`config.mk`:
```
export PLATFORM = sky130hd
export DESIGN_NAME = eight_bit_alu_with_flags
export DESIGN_NICKNAME = d
export VERILOG_FILES = /design/src/rtl/eba_pkg.sv /design/src/rtl/eight_bit_alu_with_flags.sv
export VERILOG_INCLUDE_DIRS = /design/src /design/src/rtl
export SDC_FILE = /design/constraint.sdc
export NUM_CORES = 1
export LEC_CHECK = 0
export BUFFER_PORTS_ARGS = -buffer_cell sky130_fd_sc_hd__buf_2
export CORE_MARGIN = 2
export CORE_UTILIZATION = 55
export CTS_BUF_LIST = sky130_fd_sc_hd__clkbuf_16
export DETAILED_ROUTE_END_ITERATION = 10
export PLACE_DENSITY = 0.75
export RECOVER_POWER = 25
export REMOVE_ABC_BUFFERS = 1
export SYNTH_ARGS = -nofsm -noshare
export SYNTH_HDL_FRONTEND = slang
export SYNTH_SLANG_ARGS = --single-unit
```
`constraint.sdc`:
```
create_clock -name clk -period 4.8 [get_ports clk]
set_clock_uncertainty 0.1 [all_clocks]
set_input_delay 0.96 -clock clk [delete_from_list [all_inputs] [get_ports clk]]
set_output_delay 0.96 -clock clk [all_outputs]
set_load 0.01 [all_outputs]
```
`src/rtl/eight_bit_alu_with_flags_macros.svh`:
```
// Assertion macros for the eight-bit ALU pipeline
`ifndef EIGHT_BIT_ALU_WITH_FLAGS_MACROS_SVH
`define EIGHT_BIT_ALU_WITH_FLAGS_MACROS_SVH
`ifndef SYNTHESIS
`define EBA_ASSERT_NOW(lbl, ante, cons) \
    lbl: assert property (@(posedge clk) disable iff (!rst_n) (ante) |-> (cons)) \
        else $error("eba: same-cycle check failed");
`define EBA_ASSERT_NEXT(lbl, ante, cons) \
    lbl: assert property (@(posedge clk) disable iff (!rst_n) (ante) |=> (cons)) \
        else $error("eba: next-cycle check failed");
`else
`define EBA_ASSERT_NOW(lbl, ante, cons)
`define EBA_ASSERT_NEXT(lbl, ante, cons)
`endif
`endif

```
`src/rtl/eba_pkg.sv`:
```
// Package: command codes, flag positions and DAA constants for the ALU
`timescale 1ns / 1ps
package eba_pkg;

    localparam int CMD_W  = 5;
    localparam int BYTE_W = 8;
    localparam int FLAG_W = 4;

    localparam int FLAG_Z = 3;
    localparam int FLAG_N = 2;
    localparam int FLAG_H = 1;
    localparam int FLAG_C = 0;

    localparam logic [BYTE_W-1:0] DAA_LIMIT  = 8'h99;
    localparam logic [3:0]        NIBBLE_MAX = 4'h9;
    localparam logic [BYTE_W-1:0] DAA_HI     = 8'h60;
    localparam logic [BYTE_W-1:0] DAA_LO     = 8'h06;
    localparam logic [BYTE_W-1:0] ONE_BYTE   = 8'h01;

    typedef enum logic [CMD_W-1:0] {
        CMD_ADD  = 5'd0,
        CMD_ADC  = 5'd1,
        CMD_SUB  = 5'd2,
        CMD_SBC  = 5'd3,
        CMD_AND  = 5'd4,
        CMD_XOR  = 5'd5,
        CMD_OR   = 5'd6,
        CMD_CP   = 5'd7,
        CMD_INC  = 5'd8,
        CMD_DEC  = 5'd9,
        CMD_DAA  = 5'd10,
        CMD_RLCA = 5'd11,
        CMD_RRCA = 5'd12,
        CMD_RLA  = 5'd13,
        CMD_RRA  = 5'd14,
        CMD_CPL  = 5'd15,
        CMD_SCF  = 5'd16,
        CMD_CCF  = 5'd17
    } cmd_t;

endpackage

```
`src/rtl/eight_bit_alu_with_flags.sv`:
```
// Top level: three-stage accumulator ALU with Z/N/H/C flags
`timescale 1ns / 1ps
// The block accepts one word per cycle while in_stall is low and works
// on it in stages: stage one decodes the command and prepares the adder operands
// (operand inversion for subtracts, DAA correction), stage two runs the
// single shared 8-bit adder with half and full carry, and stage three picks
// the result and flags into the output register. Stall from the output side
// backs up through the stages without losing or repeating a word; empty
// stages fill even while the output waits. Commands outside the list pass
// the accumulator and flags through unchanged.
`include "eight_bit_alu_with_flags_macros.svh"
module eight_bit_alu_with_flags
    import eba_pkg::*;
(
    input  logic                clk,
    input  logic                rst_n,
    input  logic                in_valid,
    output logic                in_stall,
    input  logic [CMD_W-1:0]    command,
    input  logic [BYTE_W-1:0]   acc_in,
    input  logic [BYTE_W-1:0]   operand,
    input  logic [FLAG_W-1:0]   flags_in,
    output logic                out_valid,
    input  logic                out_stall,
    output logic [BYTE_W-1:0]   acc_out,
    output logic [FLAG_W-1:0]   flags_out
);

    logic s1_en;
    logic s2_en;
    logic s3_en;
    logic s3_load;

    logic              s1_valid_reg;
    cmd_t              s1_cmd_reg;
    logic [BYTE_W-1:0] s1_a_reg;
    logic [FLAG_W-1:0] s1_f_reg;
    logic [BYTE_W-1:0] s1_b_reg;
    logic              s1_cin_reg;
    logic              s1_sub_reg;
    logic              s1_daa_c_reg;
    logic [BYTE_W-1:0] s1_logic_reg;

    logic              s2_valid_reg;
    cmd_t              s2_cmd_reg;
    logic [BYTE_W-1:0] s2_a_reg;
    logic [FLAG_W-1:0] s2_f_reg;
    logic [BYTE_W-1:0] s2_sum_reg;
    logic              s2_sum_zero_reg;
    logic              s2_h_reg;
    logic              s2_c_reg;
    logic              s2_daa_c_reg;
    logic [BYTE_W-1:0] s2_logic_reg;
    logic              s2_logic_zero_reg;

    logic              out_valid_reg;
    logic [BYTE_W-1:0] acc_out_reg;
    logic [FLAG_W-1:0] flags_out_reg;

    cmd_t              s1_cmd_next;
    logic [BYTE_W-1:0] s1_b_next;
    logic              s1_cin_next;
    logic              s1_sub_next;
    logic              s1_daa_c_next;
    logic [BYTE_W-1:0] s1_logic_next;
    logic              daa_lo;
    logic              daa_hi;
    logic [BYTE_W-1:0] daa_adj;
    logic              fn_in;
    logic              fh_in;
    logic              fc_in;

    logic [BYTE_W:0]   sum_full;
    logic [4:0]        sum_half;
    logic [BYTE_W-1:0] s2_sum_next;
    logic              s2_h_next;
    logic              s2_c_next;

    logic [BYTE_W-1:0] acc_out_next;
    logic [FLAG_W-1:0] flags_out_next;
    logic              fz3;
    logic              fn3;
    logic              fc3;

    assign s3_en    = !out_valid_reg || !out_stall;
    assign s2_en    = !s2_valid_reg || s3_en;
    assign s1_en    = !s1_valid_reg || s2_en;
    assign in_stall = !s1_en;
    assign s3_load  = s3_en && s2_valid_reg;

    // Stage one: decode and prepare adder operands
    assign fn_in       = flags_in[FLAG_N];
    assign fh_in       = flags_in[FLAG_H];
    assign fc_in       = flags_in[FLAG_C];
    assign s1_cmd_next = cmd_t'(command);

    assign daa_lo  = fh_in || (!fn_in && (acc_in[3:0] > NIBBLE_MAX));
    assign daa_hi  = fc_in || (!fn_in && (acc_in > DAA_LIMIT));
    assign daa_adj = (daa_hi ? DAA_HI : '0) | (daa_lo ? DAA_LO : '0);

    always_comb
    begin
        logic [BYTE_W-1:0] b_raw;
        logic              c_raw;
        b_raw         = operand;
        c_raw         = 1'b0;
        s1_sub_next   = 1'b0;
        s1_daa_c_next = fc_in || daa_hi;
        case (s1_cmd_next)
            CMD_ADC:
            begin
                c_raw = fc_in;
            end
            CMD_SUB, CMD_CP:
            begin
                s1_sub_next = 1'b1;
            end
            CMD_SBC:
            begin
                c_raw       = fc_in;
                s1_sub_next = 1'b1;
            end
            CMD_INC:
            begin
                b_raw = ONE_BYTE;
            end
            CMD_DEC:
            begin
                b_raw       = ONE_BYTE;
                s1_sub_next = 1'b1;
            end
            CMD_DAA:
            begin
                b_raw       = daa_adj;
                s1_sub_next = fn_in;
            end
            default:
            begin
                b_raw = operand;
            end
        endcase
        s1_b_next   = s1_sub_next ? ~b_raw : b_raw;
        s1_cin_next = s1_sub_next ? !c_raw : c_raw;
        case (s1_cmd_next)
            CMD_XOR: s1_logic_next = acc_in ^ operand;
            CMD_OR:  s1_logic_next = acc_in | operand;
            default: s1_logic_next = acc_in & operand;
        endcase
    end

    always_ff @(posedge clk or negedge rst_n)
    begin
        if (!rst_n)
        begin
            s1_valid_reg <= 1'b0;
        end
        else if (s1_en)
        begin
            s1_valid_reg <= in_valid;
        end
    end

    always_ff @(posedge clk)
    begin
        if (s1_en && in_valid)
        begin
            s1_cmd_reg   <= s1_cmd_next;
            s1_a_reg     <= acc_in;
            s1_f_reg     <= flags_in;
            s1_b_reg     <= s1_b_next;
            s1_cin_reg   <= s1_cin_next;
            s1_sub_reg   <= s1_sub_next;
            s1_daa_c_reg <= s1_daa_c_next;
            s1_logic_reg <= s1_logic_next;
        end
    end

    // Stage two: shared adder with half and full carry
    assign sum_full    = {1'b0, s1_a_reg} + {1'b0, s1_b_reg} + {{BYTE_W{1'b0}}, s1_cin_reg};
    assign sum_half    = {1'b0, s1_a_reg[3:0]} + {1'b0, s1_b_reg[3:0]} + {4'b0, s1_cin_reg};
    assign s2_sum_next = sum_full[BYTE_W-1:0];
    assign s2_c_next   = s1_sub_reg ? !sum_full[BYTE_W] : sum_full[BYTE_W];
    assign s2_h_next   = s1_sub_reg ? !sum_half[4] : sum_half[4];

    always_ff @(posedge clk or negedge rst_n)
    begin
        if (!rst_n)
        begin
            s2_valid_reg <= 1'b0;
        end
        else if (s2_en)
        begin
            s2_valid_reg <= s1_valid_reg;
        end
    end

    always_ff @(posedge clk)
    begin
        if (s2_en && s1_valid_reg)
        begin
            s2_cmd_reg        <= s1_cmd_reg;
            s2_a_reg          <= s1_a_reg;
            s2_f_reg          <= s1_f_reg;
            s2_sum_reg        <= s2_sum_next;
            s2_sum_zero_reg   <= (s2_sum_next == '0);
            s2_h_reg          <= s2_h_next;
            s2_c_reg          <= s2_c_next;
            s2_daa_c_reg      <= s1_daa_c_reg;
            s2_logic_reg      <= s1_logic_reg;
            s2_logic_zero_reg <= (s1_logic_reg == '0);
        end
    end

    // Stage three: select result and flags
    assign fz3 = s2_f_reg[FLAG_Z];
    assign fn3 = s2_f_reg[FLAG_N];
    assign fc3 = s2_f_reg[FLAG_C];

    always_comb
    begin
        case (s2_cmd_reg)
            CMD_ADD, CMD_ADC:
            begin
                acc_out_next   = s2_sum_reg;
                flags_out_next = {s2_sum_zero_reg, 1'b0, s2_h_reg, s2_c_reg};
            end
            CMD_SUB, CMD_SBC:
            begin
                acc_out_next   = s2_sum_reg;
                flags_out_next = {s2_sum_zero_reg, 1'b1, s2_h_reg, s2_c_reg};
            end
            CMD_CP:
            begin
                acc_out_next   = s2_a_reg;
                flags_out_next = {s2_sum_zero_reg, 1'b1, s2_h_reg, s2_c_reg};
            end
            CMD_AND:
            begin
                acc_out_next   = s2_logic_reg;
                flags_out_next = {s2_logic_zero_reg, 1'b0, 1'b1, 1'b0};
            end
            CMD_XOR, CMD_OR:
            begin
                acc_out_next   = s2_logic_reg;
                flags_out_next = {s2_logic_zero_reg, 1'b0, 1'b0, 1'b0};
            end
            CMD_INC:
            begin
                acc_out_next   = s2_sum_reg;
                flags_out_next = {s2_sum_zero_reg, 1'b0, s2_h_reg, fc3};
            end
            CMD_DEC:
            begin
                acc_out_next   = s2_sum_reg;
                flags_out_next = {s2_sum_zero_reg, 1'b1, s2_h_reg, fc3};
            end
            CMD_DAA:
            begin
                acc_out_next   = s2_sum_reg;
                flags_out_next = {s2_sum_zero_reg, fn3, 1'b0, s2_daa_c_reg};
            end
            CMD_RLCA:
            begin
                acc_out_next   = {s2_a_reg[BYTE_W-2:0], s2_a_reg[BYTE_W-1]};
                flags_out_next = {3'b000, s2_a_reg[BYTE_W-1]};
            end
            CMD_RRCA:
            begin
                acc_out_next   = {s2_a_reg[0], s2_a_reg[BYTE_W-1:1]};
                flags_out_next = {3'b000, s2_a_reg[0]};
            end
            CMD_RLA:
            begin
                acc_out_next   = {s2_a_reg[BYTE_W-2:0], fc3};
                flags_out_next = {3'b000, s2_a_reg[BYTE_W-1]};
            end
            CMD_RRA:
            begin
                acc_out_next   = {fc3, s2_a_reg[BYTE_W-1:1]};
                flags_out_next = {3'b000, s2_a_reg[0]};
            end
            CMD_CPL:
            begin
                acc_out_next   = ~s2_a_reg;
                flags_out_next = {fz3, 1'b1, 1'b1, fc3};
            end
            CMD_SCF:
            begin
                acc_out_next   = s2_a_reg;
                flags_out_next = {fz3, 1'b0, 1'b0, 1'b1};
            end
            CMD_CCF:
            begin
                acc_out_next   = s2_a_reg;
                flags_out_next = {fz3, 1'b0, 1'b0, !fc3};
            end
            default:
            begin
                acc_out_next   = s2_a_reg;
                flags_out_next = s2_f_reg;
            end
        endcase
    end

    always_ff @(posedge clk or negedge rst_n)
    begin
        if (!rst_n)
        begin
            out_valid_reg <= 1'b0;
        end
        else if (s3_en)
        begin
            out_valid_reg <= s2_valid_reg;
        end
    end

    always_ff @(posedge clk)
    begin
        if (s3_load)
        begin
            acc_out_reg   <= acc_out_next;
            flags_out_reg <= flags_out_next;
        end
    end

    assign out_valid = out_valid_reg;
    assign acc_out   = acc_out_reg;
    assign flags_out = flags_out_reg;

    `EBA_ASSERT_NOW(a_stall_needs_full_s1, in_stall, s1_valid_reg && s2_valid_reg && out_valid_reg)
    `EBA_ASSERT_NEXT(a_accept_lands_s1, in_valid && !in_stall, s1_valid_reg)
    `EBA_ASSERT_NEXT(a_s1_moves_to_s2, s1_valid_reg && s2_en, s2_valid_reg)
    `EBA_ASSERT_NEXT(a_scf_carry, s3_load && s2_cmd_reg == CMD_SCF, out_valid && flags_out[FLAG_C])

endmodule
```
After elaboration in Yosys (flattened, before gate mapping)
Index checks and enable logic that the tools add are counted.

word-level totals
  output and inout bits = 14
  word-level logic and storage cells = 107
  bits of input ports = 29
  flip-flop bits (word level) = 89

cells by class
  muxes and demuxes = 12
  bitwise operators = 6
  reduce and logical (&&, ||, !) cells = 34
  $lt $le $gt $ge = 2
  add/subtract/negate cells = 4
  equal/unequal tests = 26

operators with widths
  operator            count
  $pmux 8 s7          1
  $eq 5x4->1 const B  11
  $pmux 4 s12         1
  $eq 5x3->1 const B  7
  $pmux 8 s2          2
  $eq 5x2->1 const B  4
  $logic_not 8->1     2
  $not 8->8           2
  $reduce_or 2->1     6
  $eq 5x1->1 const B  2
  $eq 5x5->1 const B  2
  $logic_not 1->1     10
  $add 8x8->9         1
  $add 9x1->9         1
  $and 8x8->8         1
  $gt 8x8->1 const B  1
  $mux 8              1
  $or 8x8->8          1
  $xor 8x8->8         1
  $mux 7              1
  $or 7x3->7          1
  $reduce_or 7->1     1
  $logic_or 1x1->1    6
  $reduce_or 3->1     2
  other kinds (9)     16

Logic depth before layout (Yosys ltp)
Gate-level depths: netlist (run 1).

  depth after elaboration = 8
  mapped depth = 8
  mapped depth without buffers = 8

Worst setup path after synthesis (run 1)
OpenSTA, ideal clock, no wires.

  path type = input port to flip-flop
  from = input port out_stall
  to = register s2_a_reg[0], enable pin
  path slack = 2.331 ns
  cell stages on the path = 2
  arrival time = 1.970 ns
  required time = 4.301 ns
  path buffers = 0
  library setup time = 0.399 ns
  cell sequence = nand3_1 -> and2_1

on the way
  longest elaborated chain between the ends = 4

RTL lines
  item                  line                             source
  from (decl)           eight_bit_alu_with_flags.sv:24   input logic out_stall,
  $logic_not 1->1       eight_bit_alu_with_flags.sv:85   assign s3_en = !out_valid_reg || !out_stall;
  $logic_or 1x1->1      eight_bit_alu_with_flags.sv:85
  $logic_or 1x1->1      eight_bit_alu_with_flags.sv:86   assign s2_en = !s2_valid_reg || s3_en;
  $logic_and 1x1->1     eight_bit_alu_with_flags.sv:199  if (s2_en && s1_valid_reg)
  to (signal assigned)  eight_bit_alu_with_flags.sv:202  s2_a_reg <= s1_a_reg;
  to (decl)             eight_bit_alu_with_flags.sv:46   logic [BYTE_W-1:0] s2_a_reg;

Every way passes these cells.
A chain may end at the register's enable or synchronous reset.

Final worst setup path (run 1)
  from = register s1_a_reg[0]
  to = register s2_sum_zero_reg (data pin)

on the way
  longest elaborated chain between the ends = 3

RTL lines
  item                    line                             source
  from (decl)             eight_bit_alu_with_flags.sv:36   logic [BYTE_W-1:0] s1_a_reg;
  from (signal assigned)  eight_bit_alu_with_flags.sv:168  s1_a_reg <= acc_in;
  $add 8x8->9             eight_bit_alu_with_flags.sv:179  assign sum_full = {1'b0, s1_a_reg} + {1'b0, s1_b_reg} + {{BYTE_W{1'b0}}, s1_cin_reg};
  $add 9x1->9             eight_bit_alu_with_flags.sv:179
  named net sum_full[6]   eight_bit_alu_with_flags.sv:73   logic [BYTE_W:0] sum_full;
  $logic_not 8->1         eight_bit_alu_with_flags.sv:205  s2_sum_zero_reg <= (s2_sum_next == '0);
  to (signal assigned)    eight_bit_alu_with_flags.sv:205
  to (decl)               eight_bit_alu_with_flags.sv:49   logic s2_sum_zero_reg;

The timed path passes the listed nets, and every way through them passes these cells.

==> flow_metrics.tcl, run 1 <==
set metrics [dict create \
    holdCritPathClass "flip-flop to flip-flop" \
    drc 0 \
    total_switching_power_uw 500.9 \
    yosysSeqAreaShare 0.5748 \
    first_global_vias 2845 \
    power.density_nw_per_um2 383.6 \
    drtPass1Iterations 6 \
    clockRootBuffer "clkbuf_16" \
    fp.coreArea_um2 8175 \
    layout-area-overhead-vs-synth_pct 12.21 \
    cts_buffer_depth 2 \
    routabilityCongestion 0.8355 \
    avgSynthCellArea_um2 12.20 \
    yosysWarnings 0 \
    netlist_top_cells_area "edfxtp_1, ha_1, inv_1, nand2_1, xnor2_1" \
    wire_per_inst_um 16.03 \
    rsz0062_at_grt "false" \
    antenna_found_initial 0 \
    synthAdderAreaFrac 0.07307 \
    antenna_violating_nets_post_route 0 \
    synth_top_family_by_area "compound AO/OA/AOI/OAI gates" \
    place_hpwl_mm 6.377 \
    clkTransAtPathRegs_ns 0.06 \
    worstPathBufferInverterCount 1 \
    setup_tns_ns 0 \
    number_of_diodes 0 \
    synth-main-ff-cell "edfxtp_1" \
    worstPathMaxFanout 4 \
    drive_gt1_frac 0.1268 \
    p_leak_nw 1.995 \
    final_util 0.6345 \
    synth.lib_cells_used.distinct 62 \
    synth_xor_xnor_area_share 0.02977 \
    synth_top_cell_area_share 0.5586 \
    grt_pass1_wl_mm 13.90 \
    route.vias.total 3110 \
    crit_required_ns 4.86 \
    grt-ovfl-total 0 \
    slowest_delay_ns 0.51 \
    synth-compound-area-share 0.1589 \
    final-setup-viol-count 0 \
    logic_gate_share_of_total_power 0.147 \
    synth.mux.area_fraction 0.004330 \
    swShare 0.2517 \
    power_frac_seq 0.512 \
    worst_skew_pair.late_latency_ns 0.33 \
    design.die.area_um2 9156 \
    grt_usage 0.2006 \
    cp_delay_by_family_top "adder cells" \
    cts.htree.levels 3 \
    dieWidth_um 95.69 \
    wirelength_mm 8.514 \
    detailedRoute.firstIterationViolations 199 \
    synth_cells 379 \
    worst_slew_margin_rel 0.4222 \
    worst-setup-path-type "flip-flop to flip-flop" \
    via_per_inst 5.857 \
    cellInternalPower_mw 1.489 \
    post_cts_resize_count 0 \
    setup.worst_path.end_class "flip-flop" \
    cts.sink_count 89 \
    postCtsHoldBufs 0 \
    synth.ff_latch_count 89 \
    port-buffer-count 42 \
    fin_crit_ns 2.574 \
    tightestPinTransition_ns 0.8667 \
    grt_start_max_net_pins 39 \
    fin_ws_ns 2.226 \
    netlist.top_cell.by_area "edfxtp_1" \
    syn-cell-area_um2 4623 \
    postCtsSetupRepairBufs 0 \
    timing.critical_path.arrival_ns 2.63 \
    drv_cap 0 \
    starting_density 0.5655 \
    synth-edff-count 86 \
    rows 33 \
    run_status "finished, final reports clean" \
    design.final.nets 475 \
    vdd.ir_drop.worst_mv 0.1643 \
    critPathSlowestCell "fa_1" \
    boundaryPins 43 \
    final-hold-violation-count 0 \
    timing.critical_path.cells "inv_1 -> fa_1 -> fa_1 -> nor2b_1 -> o31a_1 -> o31a_1 -> a21oi_1 -> nor4_1" \
    die-height_um 95.69 \
    post_synth_and_or_nand_nor_area_fraction 0.1164 \
    maxClockFrequency_ghz 0.3884 \
    tritoncts.num_buffers 9 \
    clock_power_share 0.341 \
    worst_setup_path_start_kind "flip-flop" \
    synthArstFlopShare 0.03371 \
    tritoncts_clock_tree "built" \
    place_ws_ns 2.086 \
    final-max-slew-violation-count 0 \
    finalCritPeriodShare 0.5363 \
]
-- cell families (layout without fill, tap and decap cells) --
kind of cell / count (synthesis) / count (layout)
mux: 2 / 2
buf+inv: 47 / 94
compound gates: 98 / 98
simple gates: 103 / 103
xor+xnor: 14 / 14
fa+ha+maj: 26 / 26
flops: 89 / 89
-- routing by layer --
metal / up-vias / part of all wire / global-route usage / wire length (µm)
li1: 1518 / - / - / -
met3: 22 / 0.045 / 0.03557 / 380
met5: - / 0 / 0 / 0
met4: 0 / 0.039 / 0.1119 / 334
met1: 1453 / 0.43 / 0.2615 / 3663
met2: 117 / 0.49 / 0.3182 / 4134
-- area by class of cell --
type / instances / area (µm²)
clock inverter: 7 / 71.32
clock buffer: 9 / 225.2
multi-input combinational: 243 / 1768
tap: 105 / 131.4
fill: 637 / 2988
timing repair buffer: 45 / 210.2
sequential: 89 / 2658
inverter: 33 / 123.9
-- worst reg2reg max path: cells and delay by family, from the launching register on --
kind                     cells  cell delay [ns]
buffers and inverters        1             0.08
AO/OA/AOI/OAI                3             0.47
AND/OR/NAND/NOR              2             0.42
flip-flops                   1             0.38
adder cells (fa/ha/maj)      2             0.96
-- cells in the mapped netlist, drive strengths merged (4+ instances only) --
cell / number
edfxtp: 86
inv: 33
nand2: 27
ha: 23
nor2: 21
o21ai: 16
a21oi: 15
xnor2: 11
buf: 10
nand3: 9
nor3: 9
a221o: 8
a22oi: 7
nor2b: 7
nand2b: 6
o21a: 6
a222oi: 5
a2bb2oi: 5
nor3b: 5
o22a: 5
o22ai: 5
a21o: 4
clkbuf: 4
-- per-stage QoR --
stage / hold WS, ns / instance area (µm²) / power, mW / instances
floorplan: 0.3003 / 4549 / 1.223 / 365
global placement: 0.3036 / 4913 / 1.315 / 515
detailed placement: 0.3057 / 4913 / 1.328 / 515
CTS: 0.3077 / 5210 / 2.003 / 531
global route: 0.3244 / 5187 / 2.080 / 531
finish: 0.3189 / 5187 / 1.990 / 531
-- layout by cell type (no fill, tap or decap), types with 11 or more instances in the layout --
| cell type | count |
|---|---|
| xnor2_1 | 11 |
| inv_1 | 32 |
| clkbuf_1 | 18 |
| edfxtp_1 | 86 |
| ha_1 | 23 |
| o21ai_0 | 16 |
| a21oi_1 | 14 |
| nand2_1 | 27 |
| buf_2 | 24 |
| nor2_1 | 21 |
-- power groups by stage --
stage	clock [mW]	sequential, mW	combinational (mW)
after global placement	0	1.03	0.283
after floorplan	0	1.03	0.197
after detailed placement	0	1.03	0.293
after global routing	0.722	1.03	0.329
after CTS	0.689	1.02	0.295
final	0.679	1.02	0.292
-- worst paths after layout --
kind                       slack [ns]  cells past startpoint                  start                        end
setup / recovery                 2.23                      8  s1_a_reg[0]$_DFFE_PP_  s2_sum_zero_reg$_DFFE_PP_
hold / removal                   0.32                      0  s1_f_reg[3]$_DFFE_PP_      s2_f_reg[3]$_DFFE_PP_
setup reg to reg                 2.23                      8  s1_a_reg[0]$_DFFE_PP_  s2_sum_zero_reg$_DFFE_PP_
hold reg to reg                  0.32                      0  s1_f_reg[3]$_DFFE_PP_      s2_f_reg[3]$_DFFE_PP_
max in group asynchronous        4.10                      1                  rst_n      out_valid$_DFFE_PN0P_
min in group asynchronous        0.33                      1                  rst_n   s1_valid_reg$_DFFE_PN0N_
Note: power is estimated with default switching activity, not from simulation.
==> run 2, diff against run 1 <==
Settings changed: ABC_AREA set to 1.
Clock period 4.8 ns to 2.4 ns, I/O delays scaled along.
==> flow_metrics.tcl, run 2 <==
set metrics [dict create \
    drc 0 \
    cts.sink_count 89 \
    clkTransAtPathRegs_ns 0.06 \
    setup.worst_path.end_class "flip-flop" \
    antenna_found_initial 0 \
    yosysSeqAreaShare 0.5736 \
    starting_density 0.5667 \
    place_hpwl_mm 6.696 \
    r2r_cells 11 \
    synth.lib_cells_used.distinct 41 \
    commonest_cells_after_routing_fill_and_taps_aside "nand2_1, edfxtp_1, inv_1" \
    design.final.nets 552 \
    dieWidth_um 95.78 \
    drv_cap 0 \
    synth-main-ff-cell "edfxtp_1" \
    critPathMostFrequentCell "nand3_1" \
    first_global_vias 3135 \
    cts.htree.levels 3 \
    fin_crit_ns 2.225 \
    regArea_um2 2658 \
    netlist_top_cells_area "edfxtp_1, nand2_1, inv_1, ha_1, nand3_1" \
    grt_start_max_net_pins 39 \
    worst_skew_pair.late_latency_ns 0.33 \
    worst_hold_path.num_cells 1 \
    fin_ws_ns 0.1747 \
    grt-ovfl-total 0 \
    p_total_mw 3.842 \
    boundaryPins 43 \
    synth-edff-count 86 \
    yosysWarnings 0 \
    critical_path.reg2reg.startpoint "s1_a_reg[0]$_DFFE_PP_" \
    synth.most_common_cell "nand2_1" \
    slowest_delay_ns 0.46 \
    layout-area-overhead-vs-synth_pct 12.91 \
    worst-setup-path-type "flip-flop to flip-flop" \
    wirelength_mm 8.775 \
    rr_endpoint "s2_sum_zero_reg$_DFFE_PP_" \
    placed_cells 591 \
    tritoncts_clock_tree "built" \
    avgSynthCellArea_um2 10.46 \
    die-height_um 95.78 \
    worst_slew_margin_rel 0.6867 \
    port-buffer-count 42 \
    hp-start "flags_in[3]" \
    final-hold-violation-count 0 \
    detailedRoute.firstIterationViolations 220 \
    final_util 0.6399 \
    drtPass1Iterations 4 \
    synth.ff_latch_count 89 \
    timing.critical_path.arrival_ns 2.20 \
    worst_setup_path_start_kind "flip-flop" \
    final_cell_count_without_fillers 608 \
    antenna_violating_nets_post_route 0 \
    number_of_diodes 0 \
    timing.critical_path.cells "inv_1 -> fa_1 -> fa_1 -> inv_1 -> nand3_1 -> nand2_2 -> nand2_1 -> nand3_1 -> nor2_1 -> nand3_1 -> nor2_1" \
    routabilityCongestion 0.9116 \
    rsz0062_at_grt "false" \
    clockRootBuffer "clkbuf_16" \
    netlist.top_cell.by_area "edfxtp_1" \
    p_leak_nw 2.332 \
    run_status "finished, final reports clean" \
    multi_input_comb_area_um2 1639 \
    maxClockFrequency_ghz 0.4494 \
    vdd.ir_drop.worst_mv 0.4893 \
    worstPathBufferInverterCount 2 \
    grt_pass1_wl_mm 14.61 \
    crit_required_ns 2.38 \
    final-max-slew-violation-count 0 \
    timing.reg2reg.setup_slack_ns 0.17 \
    tightestPinTransition_ns 0.4699 \
    worstPathMaxFanout 2 \
    synth_cells 443 \
    cp_delay_by_family_top "adder cells" \
    syn-cell-area_um2 4633 \
    final-setup-viol-count 0 \
    rows 33 \
    grt_usage 0.2060 \
    synth_commonest_cells "nand2_1, edfxtp_1, inv_1, nand3_1, ha_1" \
    hold-worst-slack_ns 0.2337 \
    finalCritPeriodShare 0.9272 \
    min_to "s1_f_reg[3]$_DFFE_PP_" \
    holdCritPathClass "input pin to flip-flop" \
    via_per_inst 5.360 \
    critPathSlowestCell "fa_1" \
    route.vias.total 3259 \
    synth_top_cell_area_share 0.5574 \
    place_ws_ns 0.1691 \
    design.die.area_um2 9174 \
    fillerInstances 662 \
    synthArstFlopShare 0.03371 \
    tritoncts.num_buffers 9 \
    cts_buffer_depth 2 \
    power.density_nw_per_um2 734.5 \
    wire_per_inst_um 14.43 \
    fp.coreArea_um2 8175 \
    most_common_library_cell_in_the_layout_ignoring_fill_and_taps "nand2_1" \
    drive_gt1_frac 0.1431 \
]
[run 2: changes by cell type in the layout (fill, tap and decap cells not counted), moves of 8 or more]
cell / previous run / this run
nand4_1: 2 / 11
nand3_1: 9 / 28
a221o_1: 8 / 0
xnor2_1: 11 / 2
xor2_1: 1 / 9
inv_1: 32 / 77
nand2_1: 27 / 102
[run 2: power by group]
group	total (mW)	internal [mW]	switching [mW]	leakage [nW]
Sequential	2.00	1.92	0.0820	0.868
Clock	1.26	0.699	0.562	0.133
Combinational	0.577	0.200	0.378	1.33
[run 2: layer usage]
metal	global-route usage	share of wire	vias up
met5	0	0	-
met4	0.07262	0.023	0
met3	0.02976	0.036	20
met2	0.3438	0.49	93
met1	0.2765	0.45	1534
li1	-	-	1612
[run 2: logic make-up after synthesis]
kind of cell / share of synthesized area
AOI/OAI and AO/OA: 0.07211
adders and majority gates: 0.07075
buffers and inverters: 0.07372
DFF: 0.5736
xor gates and xnor gates: 0.02080
and+or+nand+nor: 0.1890
[run 2: what timing repair did]
item                                    in CTS  in global routing
resized for setup                            0                  1
hold buffers                                 1                  0
buffers inserted                             0                  0
hold endpoints to repair                     3                  0
endpoints found under the setup margin       0                  1
[run 2: final cells by class]
| cell class | count | share of cell area |
|---|---|---|
| Sequential cell | 89 | 0.5080 |
| Multi-Input combinational cell | 270 | 0.3133 |
| Inverter | 81 | 0.05812 |
| Timing Repair Buffer | 47 | 0.04401 |
| Clock buffer | 9 | 0.04305 |
| Tap cell | 105 | 0.02511 |
| Clock inverter | 7 | 0.008371 |
[run 2: worst reg2reg max path, delay by kind of cell, from the launching register on]
kind	cells	cell delay [ns]
flops	1	0.34
fa+ha+maj	2	0.87
simple gates	7	0.50
buf+inv	2	0.16
[run 2: stage by stage]
step | instance area [µm²] | TNS, ns
finish | 5231 | 0
detailed placement | 4970 | 0
CTS | 5249 | 0
global route | 5231 | 0
floorplan | 4596 | -14.42
global placement | 4970 | 0
[run 2: worst max-delay path by stage]
stage,startpoint,to,slack [ns],depth (start not counted)
finish,s1_a_reg[0]$_DFFE_PP_,s2_sum_zero_reg$_DFFE_PP_,0.17,11
global route,s1_a_reg[0]$_DFFE_PP_,s2_sum_zero_reg$_DFFE_PP_,0.02,11
CTS,s1_a_reg[0]$_DFFE_PP_,s2_sum_zero_reg$_DFFE_PP_,0.16,11
detailed placement,s1_a_reg[0]$_DFFE_PP_,s2_sum_zero_reg$_DFFE_PP_,0.17,11
global placement,s1_a_reg[0]$_DFFE_PP_,s2_sum_zero_reg$_DFFE_PP_,0.25,11
floorplan,out_stall,s1_a_reg[0]$_DFFE_PP_,-0.40,5
